`src/rtl/glk_ram.sv`:
```
`default_nettype none
module glk_ram #(
  parameter int WIDTH = 32,
  parameter int DEPTH = 64
) (
  input  wire logic                                     clk,
  input  wire logic                                     we,
  input  wire logic [((DEPTH > 1) ? $clog2(DEPTH) : 1)-1:0] addr,
  input  wire logic [WIDTH-1:0]                         wdata,
  output logic      [WIDTH-1:0]                         rdata
);

  logic [WIDTH-1:0] mem [DEPTH];

  // Single port, read before write (a write returns the old data), registered read.
  always_ff @(posedge clk) begin
    if (we) begin
      mem[addr] <= wdata;
    end
    rdata <= mem[addr];
  end

endmodule
`default_nettype wire

```
`config.mk`:
```
export PLATFORM = sky130hd
export DESIGN_NAME = glk_ram
export DESIGN_NICKNAME = d
export VERILOG_FILES = /design/src/rtl/glk_ram.sv
export SDC_FILE = /design/constraint.sdc
export NUM_CORES = 2
export LEC_CHECK = 0
export BUFFER_PORTS_ARGS = -buffer_cell sky130_fd_sc_hd__buf_2
export CORE_MARGIN = 1
export CORE_UTILIZATION = 50
export CTS_CLUSTER_DIAMETER = 80
export DETAILED_ROUTE_END_ITERATION = 12
export GPL_ROUTABILITY_DRIVEN = 0
export PLACE_DENSITY = 0.75
export SLEW_MARGIN = 5
export SYNTH_ARGS = -nofsm -noshare
export SYNTH_HDL_FRONTEND = slang
export SYNTH_SLANG_ARGS = --single-unit
```
`constraint.sdc`:
```
create_clock -name clk -period 4.9 [get_ports clk]
set_clock_uncertainty 0.05 [all_clocks]
set_input_delay 0.245 -clock clk [delete_from_list [all_inputs] [get_ports clk]]
set_output_delay 0.245 -clock clk [all_outputs]
set_load 0.1 [all_outputs]
```
==> flow_summary.toml <==
[timing]
worstMarginPinSlew_ns = 1.30
max_frequency_mhz = 311
finalMaxSlewViolations = 0
report.final.hold_viol_count = 0
finalWorstPathRequiredPeriod_ns = 3.22
setup_violations = 0
worst_hold_slack_after_final_layout_ns = 0.0255
fin_tns_setup_ns = 0
relSlewSlack_pct = 13.5
post-route-period-util_pct = 65.7
grt_setup_unrepaired = "no"

[clock_tree]
clk_pin_slew_ns = 0.06
cts_setup_buffers = 0
post_cts.resized_instances = 0
worst_skew_pair.late_latency_ns = 0.84
cts_max_level = 4
cts-buffers-inserted = 189
cts_hold_repair.buffers = 2
clk_path_buf_depth = 3
numClockSinks = 2080
cts_tree = "yes"
clock_tree.root_cell = "sky130_fd_sc_hd__clkbuf_16"

[setup_path]
worstPathRequired_ns = 5.49
timing.rr.start = "mem[17][16]"
critical_path.max_fanout = 58
timing.reg2reg.worst_path_depth = 5
critical_path_start = "addr[2]"
rr_endpoint = "rdata[16]"
cp_data_arrival_time_ns = 3.81
worstSetupEndpointType = "flip-flop"
critPathLaunchType = "input port"
path_class = "input port to flip-flop"
setup.reg_to_reg.worst_slack_ns = 2.13
crit_end = "rdata[16]"

[pwr]
p_int_w = 0.0283
switching_share_pct = 22.2
power_density_over_cell_area_nw_per_um2 = 408
ir_drop_mv = 0.371
power.clock.fraction_pct = 39.6
power.share.combinational_pct = 6.0
share_seq_of_total_power_pct = 54.4
power.total_w = 0.0364
net-switching-power_w = 0.00807
power.static_leakage_nw = 28.7

[final_layout]
multi_input_area_um2 = 16000
seqCellArea_um2 = 62100
utilization_pct = 57.1
layout.cells.non_filler = 6637
layout.cells.most_common = "sky130_fd_sc_hd__edfxtp_1"
drive_above_1_share_pct = 19.1
synthToLayoutAreaGrowth_pct = 13.0
nNetsFinal = 4454
final_cell_mix = "2048 x sky130_fd_sc_hd__edfxtp_1, 259 x sky130_fd_sc_hd__mux2i_1, 192 x sky130_fd_sc_hd__clkbuf_16, 188 x sky130_fd_sc_hd__a22oi_1, 175 x sky130_fd_sc_hd__a221oi_1"
fillerInstances = 11300

[die]
die_height_um = 399
io_pins = 72
core.rowCount = 145
core_footprint_um2 = 156000
initial_utilization_pct = 50.5
die-area_um2 = 159000
die_w_um = 399

[global_route]
grt_antenna_before_repair = 12
grt_max_degree = 96
grt.overflow.total = 0
grt_first_pass_wirelength_mm = 298
number_of_global_route_vias_before_repair = 43000
grt_use_total_pct = 25.9

[hold_path]
hold_class = "input port to flip-flop"

[yosys]
postSynthCellCount = 4239
synth-async-reset-ratio_pct = 0
synth_cell_type_count = 56
yosys_warnings = 0
avgSynthCellArea_um2 = 18.6
synth_area_um2 = 78900
synth-edff-count = 2048
synthFlopType = "sky130_fd_sc_hd__edfxtp_1"
flip_flop_and_latch_count_after_synthesis = 2080
synth.net_count = 4279
ys_seq_area_share_pct = 78.7

[drt]
wl_per_cell_um = 31.2
ant_nets = 0
vias = 44000
drc_errors = 0
drt_pre_antenna_iters = 6
drt_iter0_drc = 6322
detail_route.wirelength_mm = 207
vias_per_cell = 6.63

[placement]
io_buffers = 71
number_of_placed_instances_taps_included = 6279
dp_hpwl_mm = 119

[job]
timing.max_cap.violations = 0

[run_status]
status = "finished clean"
## per-layer routing
metal	global-route usage (%)	vias to the layer above	part of all wire, %	routed length, um
li1	-	18000	-	-
met1	35.4	22400	37	76300
met2	39.7	3108	47	96300
met3	5.87	500	12	24700
met4	11.8	18	4.7	9640
met5	0	-	0.054	112
## registers in the layout (all words and copies together) (netlist names)
register	cells
mem	2048
rdata	32
## power groups by stage
stage | clock, W | sequential (W) | combinational, W
after floorplan | 0 | 0.0204 | 0.000942
after detailed placement | 0 | 0.0202 | 0.00214
after CTS | 0.0145 | 0.0198 | 0.00215
after global routing | 0.0151 | 0.0198 | 0.00225
after global placement | 0 | 0.0202 | 0.00210
final | 0.0144 | 0.0198 | 0.00218
## layout make-up
class	count	area share, %
Multi-Input combinational cell	1859	18.0
Antenna cell	4	0.0112
Clock inverter	93	0.954
Clock buffer	259	5.80
Sequential cell	2080	69.6
Tap cell	2058	2.89
Timing Repair Buffer	282	2.71
Inverter	2	0.0168
## worst max-delay path: stages
cell and delay (ns):
sky130_fd_sc_hd__buf_8 0.40, sky130_fd_sc_hd__inv_1 0.50, sky130_fd_sc_hd__buf_4 0.34, sky130_fd_sc_hd__and3_1 0.16, sky130_fd_sc_hd__nor4_1 0.56, sky130_fd_sc_hd__a31oi_1 0.26, sky130_fd_sc_hd__a2111oi_0 1.04, sky130_fd_sc_hd__nand3_1 0.14
## stage by stage
| step | setup slack (ns) | instance area (um^2) |
|---|---|---|
| final | 1.68 | 89200 |
| after global routing | 1.55 | 89200 |
| after CTS | 1.78 | 89200 |
| after detailed placement | 0.913 | 83200 |
| after global placement | 0.486 | 83200 |
| after floorplan | 1.37 | 78900 |
## logic make-up (layout without fill, tap and decap cells)
family,after synthesis,in the layout,share of synthesized area (%)
AND/OR/NAND/NOR,424,424,2.81
other,0,4,0
flip-flops,2080,2080,78.7
buffers and inverters,300,636,1.68
multiplexers,502,502,8.12
AO/OA/AOI/OAI,933,933,8.66
## how the worst min path moves through the flow
stage,start,to,slack (ns),depth (start not counted)
floorplan,wdata[0],mem[0][0],0.29,0
global placement,mem[32][11],rdata[11],0.55,3
detailed placement,mem[32][11],rdata[11],0.58,3
CTS,addr[5],rdata[0],0.004,3
global route,wdata[13],mem[20][13],0.06,2
finish,wdata[13],mem[16][13],0.03,2
## cell usage after synthesis, types with 16 or more instances
master                     number  area share [%]
sky130_fd_sc_hd__o22ai_1       93            0.74
sky130_fd_sc_hd__buf_2         83            0.53
sky130_fd_sc_hd__o22a_1        70            0.78
sky130_fd_sc_hd__a22oi_1      188             1.8
sky130_fd_sc_hd__and3_1        85            0.67
sky130_fd_sc_hd__o21ai_0       84            0.53
sky130_fd_sc_hd__nor3_1        22            0.14
sky130_fd_sc_hd__a21oi_1      121            0.77
sky130_fd_sc_hd__a221oi_1     175             1.9
sky130_fd_sc_hd__buf_1         33            0.16
sky130_fd_sc_hd__dfxtp_1       32            0.81
sky130_fd_sc_hd__nor2_1       145            0.69
sky130_fd_sc_hd__a222oi_1      16            0.20
sky130_fd_sc_hd__nand2_1       28            0.13
sky130_fd_sc_hd__a22o_1        66            0.73
sky130_fd_sc_hd__mux2i_1      259             3.3
sky130_fd_sc_hd__mux2_2       147             2.1
sky130_fd_sc_hd__nand2b_1      18            0.14
sky130_fd_sc_hd__a211oi_1      17            0.16
sky130_fd_sc_hd__mux4_2        96             2.7
sky130_fd_sc_hd__nand3_1       54            0.34
sky130_fd_sc_hd__clkbuf_1     168            0.80
sky130_fd_sc_hd__edfxtp_1    2048              78
sky130_fd_sc_hd__a31oi_1       43            0.34
No activity file was read; power rests on OpenSTA's default activity.
