File: config.mk
export PLATFORM = sky130hd
export DESIGN_NAME = glk_div
export DESIGN_NICKNAME = d
export VERILOG_FILES = /design/src/rtl/glk_pkg.sv /design/src/rtl/glk_div.sv
export SDC_FILE = /design/constraint.sdc
export NUM_CORES = 1
export LEC_CHECK = 0
export BUFFER_PORTS_ARGS = -buffer_cell sky130_fd_sc_hd__buf_2
export CAP_MARGIN = 15
export CELL_PAD_IN_SITES_DETAIL_PLACEMENT = 1
export CELL_PAD_IN_SITES_GLOBAL_PLACEMENT = 1
export CORE_MARGIN = 2
export CORE_UTILIZATION = 45
export CTS_BUF_LIST = sky130_fd_sc_hd__clkbuf_16
export DETAILED_ROUTE_END_ITERATION = 12
export MAX_ROUTING_LAYER = met4
export PLACE_DENSITY_LB_ADDON = 0.1
export SETUP_SLACK_MARGIN = 0.1
export SYNTH_ARGS = -nofsm -noshare
export SYNTH_HDL_FRONTEND = slang
export SYNTH_SLANG_ARGS = --single-unit
File: constraint.sdc
create_clock -name clk -period 6.05 [get_ports clk]
set_clock_uncertainty 0.2 [all_clocks]
set_input_delay 0.9075 -clock clk [delete_from_list [all_inputs] [get_ports clk]]
set_output_delay 0.9075 -clock clk [all_outputs]
set_load 0.1 [all_outputs]
File: src/rtl/glk_pkg.sv
`default_nettype none
package glk_pkg;

  // Defaults for the top-level parameters.
  localparam int MAX_TAPS_DEF     = 64;
  localparam int TABLE_POINTS_DEF = 1024;
  localparam int STD_RANGE_DEF    = 8;

  // Fixed field widths.
  localparam int X_W    = 24;
  localparam int INV_W  = 24;
  localparam int NT_W   = 7;
  localparam int VAL_W  = 32;
  localparam int TIDX_W = 6;
  localparam int ABS_W  = 25;

  // Shared multiplier operand widths.
  localparam int MA_W = 40;
  localparam int MB_W = 32;
  localparam int MP_W = MA_W + MB_W;

  // Shared divider widths: the dividend covers 2^62, the divisor the tap sum.
  localparam int DVD_W  = 63;
  localparam int DVS_W  = 40;
  localparam int DCNT_W = 6;

  // Table build constants.
  localparam longint unsigned Q30_ONE      = 64'd1 << 30;
  localparam longint unsigned INV_SQRT_2PI = 64'd1713444047;
  localparam int              SERIES_TERMS = 14;
  localparam longint unsigned EXP_CUTOFF   = 64'd24;

  // Request to the divider.
  typedef struct packed {
    logic              start;
    logic [DCNT_W-1:0] count;
  } div_req_t;

  // Unsigned quotient by restoring shift and subtract, used while the table is built.
  function automatic longint unsigned udiv(input longint unsigned a,
                                           input longint unsigned b);
    longint unsigned q;
    longint unsigned r;
    q = 0;
    r = 0;
    for (int k = 63; k >= 0; k--) begin
      r = {r[62:0], a[k]};
      if (r >= b) begin
        r    = r - b;
        q[k] = 1'b1;
      end
    end
    return q;
  endfunction

  // exp(-f) for f in Q.30 by a truncated alternating series.
  function automatic longint unsigned exp_neg_frac(input longint unsigned f);
    longint unsigned t;
    longint unsigned s;
    t = Q30_ONE;
    s = Q30_ONE;
    for (int j = 1; j <= SERIES_TERMS; j++) begin
      t = udiv((t * f) >> 30, longint'(j));
      if ((j & 1) == 1) s = s - t;
      else              s = s + t;
    end
    return s;
  endfunction

  // One table sample of the standard normal density, unsigned Q0.32.
  function automatic logic [31:0] rom_entry(input int idx, input int points,
                                            input int range_std);
    longint unsigned d, den, e1, k, num, n, f, v, i, r;
    d   = longint'(points) - 1;
    den = 2 * d * d;
    e1  = exp_neg_frac(Q30_ONE);
    i   = longint'(idx);
    r   = longint'(range_std);
    k   = (2 * i > d) ? 2 * i - d : d - 2 * i;
    num = r * r * k * k;
    n   = udiv(num, den);
    f   = udiv((num - n * den) << 30, den);
    if (n >= EXP_CUTOFF) return 32'd0;
    v = exp_neg_frac(f);
    for (longint unsigned m = 0; m < n; m++) v = (v * e1) >> 30;
    v = (v * INV_SQRT_2PI) >> 30;
    return v[31:0];
  endfunction

endpackage
`default_nettype wire

File: src/rtl/glk_div.sv
`default_nettype none
module glk_div (
  input  wire logic                           clk,
  input  wire logic                           rst,
  input  wire glk_pkg::div_req_t              req,
  input  wire logic [glk_pkg::DVD_W-1:0]      dividend,
  input  wire logic [glk_pkg::DVS_W-1:0]      divisor,
  output logic                                done,
  output logic      [glk_pkg::DVD_W-1:0]      quotient
);

  logic                          run;
  logic [glk_pkg::DCNT_W-1:0]    cnt;
  logic [glk_pkg::DVD_W-1:0]     dvd;
  logic [glk_pkg::DVS_W-1:0]     dvs;
  logic [glk_pkg::DVS_W-1:0]     rem;
  logic [glk_pkg::DVS_W:0]       rem_sh;
  logic                          fits;

  // One restoring step: shift in the next dividend bit and try a subtract.
  assign rem_sh = {rem, dvd[glk_pkg::DVD_W-1]};
  assign fits   = rem_sh >= {1'b0, dvs};

  // Control: runs count steps from the top of the dividend.
  always_ff @(posedge clk) begin
    if (rst) begin
      run  <= 1'b0;
      done <= 1'b0;
      cnt  <= '0;
    end else begin
      done <= 1'b0;
      if (req.start) begin
        run <= 1'b1;
        cnt <= req.count;
      end else if (run) begin
        cnt <= cnt - 1'b1;
        if (cnt == glk_pkg::DCNT_W'(1)) begin
          run  <= 1'b0;
          done <= 1'b1;
        end
      end
    end
  end

  // Datapath.
  always_ff @(posedge clk) begin
    if (req.start) begin
      dvd      <= dividend;
      dvs      <= divisor;
      rem      <= '0;
      quotient <= '0;
    end else if (run) begin
      dvd      <= {dvd[glk_pkg::DVD_W-2:0], 1'b0};
      quotient <= {quotient[glk_pkg::DVD_W-2:0], fits};
      if (fits) rem <= glk_pkg::DVS_W'(rem_sh - {1'b0, dvs});
      else      rem <= rem_sh[glk_pkg::DVS_W-1:0];
    end
  end

endmodule
`default_nettype wire

==> flow_summary.toml <==
[clock_network]
cts_root_buf = "clkbuf_16"
cts_setup_buffers = 0
clock_latency_ps = 510
cts_buffer_depth = 3
cts_tree = "built"
postCtsHoldBufs = 0
clkTransAtPathRegs_ps = 60
cts_resized = 0
cts_buffers = 25
clock-sinks = 214
htree_levels = 1

[route]
routed_wl_mm = 25.41
drtPass1Iterations = 4
dr_total_vias = 7753
post_drt_wl_per_cell_um = 17.02
antenna_left = 0
initialDrtViolationCount = 324
vias_per_cell = 5.193
drc = 0

[yosys]
ys_ff_latch = 214
seq_area_frac_synth_pct = 50.18
syn_area_per_cell_sq_um = 10.64
synth-xor-area-share_pct = 2.977
synth_compound_area_share_pct = 12.00
yosys-top-cells-count = "nor2_1, dfxtp_1, edfxtp_1"
synth_largest_area_cell = "edfxtp_1"
synth_top_cell_area_share_pct = 29.20
synthTopCellsByArea = "edfxtp_1, dfxtp_1, mux2i_1"
synth_most_common_cell = "nor2_1"
yosys.area_share.simple_pct = 11.08
synth_fa_ha_area_share_pct = 5.151
syn_area_sq_um = 10590
synth_edf_count = 103
ys_types = 67
ys.flop_type = "dfxtp_1"
synth_top_family_by_area = "multiplexers"
yosysWarnings = 0
async_flop_share_pct = 0
muxShareOfSynthArea_pct = 14.34
synth_nets = 1150
syn_inst = 995

[critical_path]
critPathSlowestCell = "fa_1"
end_kind = "register"
arrival_ps = 3630
critPathLaunchType = "register"
critPathMaxStageDelay_ps = 380
path_max_fanout = 5
worst_path_most_repeated_cell = "a21oi_1"
timing.rr.start = "dvd[62]"
crit_start = "dvd[62]"
cp.required_ps = 6250
crit_type = "reg -> reg"
cp_cell_sequence = "inv_1 > ha_1 > fa_1 > nor2b_1 > o2111ai_1 > a21oi_1 > o21bai_1 > a32o_1 > o31ai_2 > a311o_1 > a21oi_1 > a2111oi_2"

[place]
dp_cells = 1440
portBuffers = 175
dpl.hpwl_mm = 17.65
gp_congestion = 0.8157
dp_slack_ps = 2621

[floorplanning]
die_width_um = 157.4
die_area_sq_um = 24780
start_util_pct = 45.53
core_area_sq_um = 23260
boundaryPins = 176
die_y_um = 157.4
placement_rows = 56

[timing]
layout_min_cycle_time_ps = 3426
setup_viol = 0
worstMarginPinSlew_ps = 804.9
rsz0062_at_grt = "false"
finalCritPeriodShare_pct = 56.63
max_freq_mhz = 291.9
slew_violations = 0
finalWorstSetupSlack_ps = 2624
hold_viol_final = 0
relSlewSlack_pct = 46.34
timing.setup.tns_ps = 0

[grt]
track_usage_pct = 20.97
grt_antenna_before_repair = 8
grt_max_degree = 101
overflow = 0
grt_pass1_vias = 8070
grt_pass1_wl_mm = 41.08

[layout]
multi_input_area_sq_um = 4832
nFillCells = 2609
drive_gt1_share_pct = 25.39
fin_nets = 1303
finalNonFillerCells = 1493
seqCellArea_sq_um = 5319
synthToLayoutAreaGrowth_pct = 17.47

[power]
power_leakage_nw = 5.354
powerDensity_nw_per_um2 = 300.0
ir_worst_vdd_uv = 194.9

[worst_hold_path]
hp-class = "reg -> reg"
hp-start = "rem[6]"

[flow_run]
max-cap-violations = 0

[status]
status = "finished, final reports clean"
[placed cells by master (no fill, tap or decap), types with 8 or more instances in the layout]
cell       count
a211oi_1      36
a21o_1        16
a21oi_1       63
buf_2        174
clkbuf_16     26
clkinv_1       9
dfxtp_1      110
diode_2        8
edfxtp_1     103
ha_1          42
inv_1         55
mux2_2        62
mux2i_1       82
nand2_1       36
nand3_1       11
nand4_1       11
nor2_1       148
nor3_1         9
o21ai_0       22
xnor2_1       20
xor2_1        16
[worst max-delay path, delay by kind of cell (launching register included)]
kind                       cells  cell delay [ps]
AOI/OAI and AO/OA              8             1870
adders and majority gates      2              590
buffers and inverters          1               50
DFF                            1              350
and+or+nand+nor                1              250
[stage by stage]
| step | util, % | hold slack, ps | total power, W | cell area (sq um) |
|---|---|---|---|---|
| after floorplan | - | 273.4 | 0.002235 | 10590 |
| final | 53.49 | 302.1 | 0.003732 | 12440 |
| after CTS | 53.40 | 305.1 | 0.003783 | 12420 |
| after global routing | 53.49 | 317.2 | 0.003928 | 12440 |
| after global placement | 50.24 | 276.5 | 0.002390 | 11690 |
| after detailed placement | 50.24 | 290.0 | 0.002405 | 11690 |
[registers in the layout, indices dropped and copies added, names as in the netlist]
signal and flops:
quotient 63, done 1, dvs 40, rem 40, run 1, cnt 6
dvd 63
[logic make-up (layout without fill, tap and decap cells)]
family,Yosys count,after routing
AO/OA/AOI/OAI,189,189
XOR/XNOR,36,36
adder cells (fa/ha/maj),43,43
buffers and inverters,109,280
flip-flops,214,214
multiplexers,144,144
other,0,8
AND/OR/NAND/NOR,260,260
[routing by layer]
| layer | vias to the layer above | GRT usage [%] | wire length [um] |
|---|---|---|---|
| met4 | 0 | 3.766 | 328 |
| met1 | 3688 | 25.55 | 11070 |
| met3 | 31 | 6.278 | 1777 |
| met5 | - | - | 0 |
| li1 | 3894 | - | - |
| met2 | 140 | 34.87 | 12230 |
[report_power, final]
part           switching [W]  internal (W)
Sequential         0.0000551       0.00163
Clock               0.000586      0.000772
Combinational       0.000396      0.000293
[final timing paths]
| path | to | slack [ps] | depth (start not counted) |
|---|---|---|---|
| min reg2reg | rem[6] | 300 | 2 |
| max | rem[38] | 2620 | 12 |
| max reg2reg | rem[38] | 2620 | 12 |
| min | rem[6] | 300 | 2 |
[area by class of cell]
| type | count | share of cell area [%] |
|---|---|---|
| inverters | 53 | 1.599 |
| repair buffers | 182 | 7.532 |
| multi-input cells | 672 | 38.84 |
| clock inverters | 19 | 0.6838 |
| diodes | 8 | 0.1609 |
| well taps | 319 | 3.208 |
| flip-flops and latches | 214 | 42.75 |
| clock buffers | 26 | 5.229 |
Note: power is estimated with default switching activity, not from simulation.
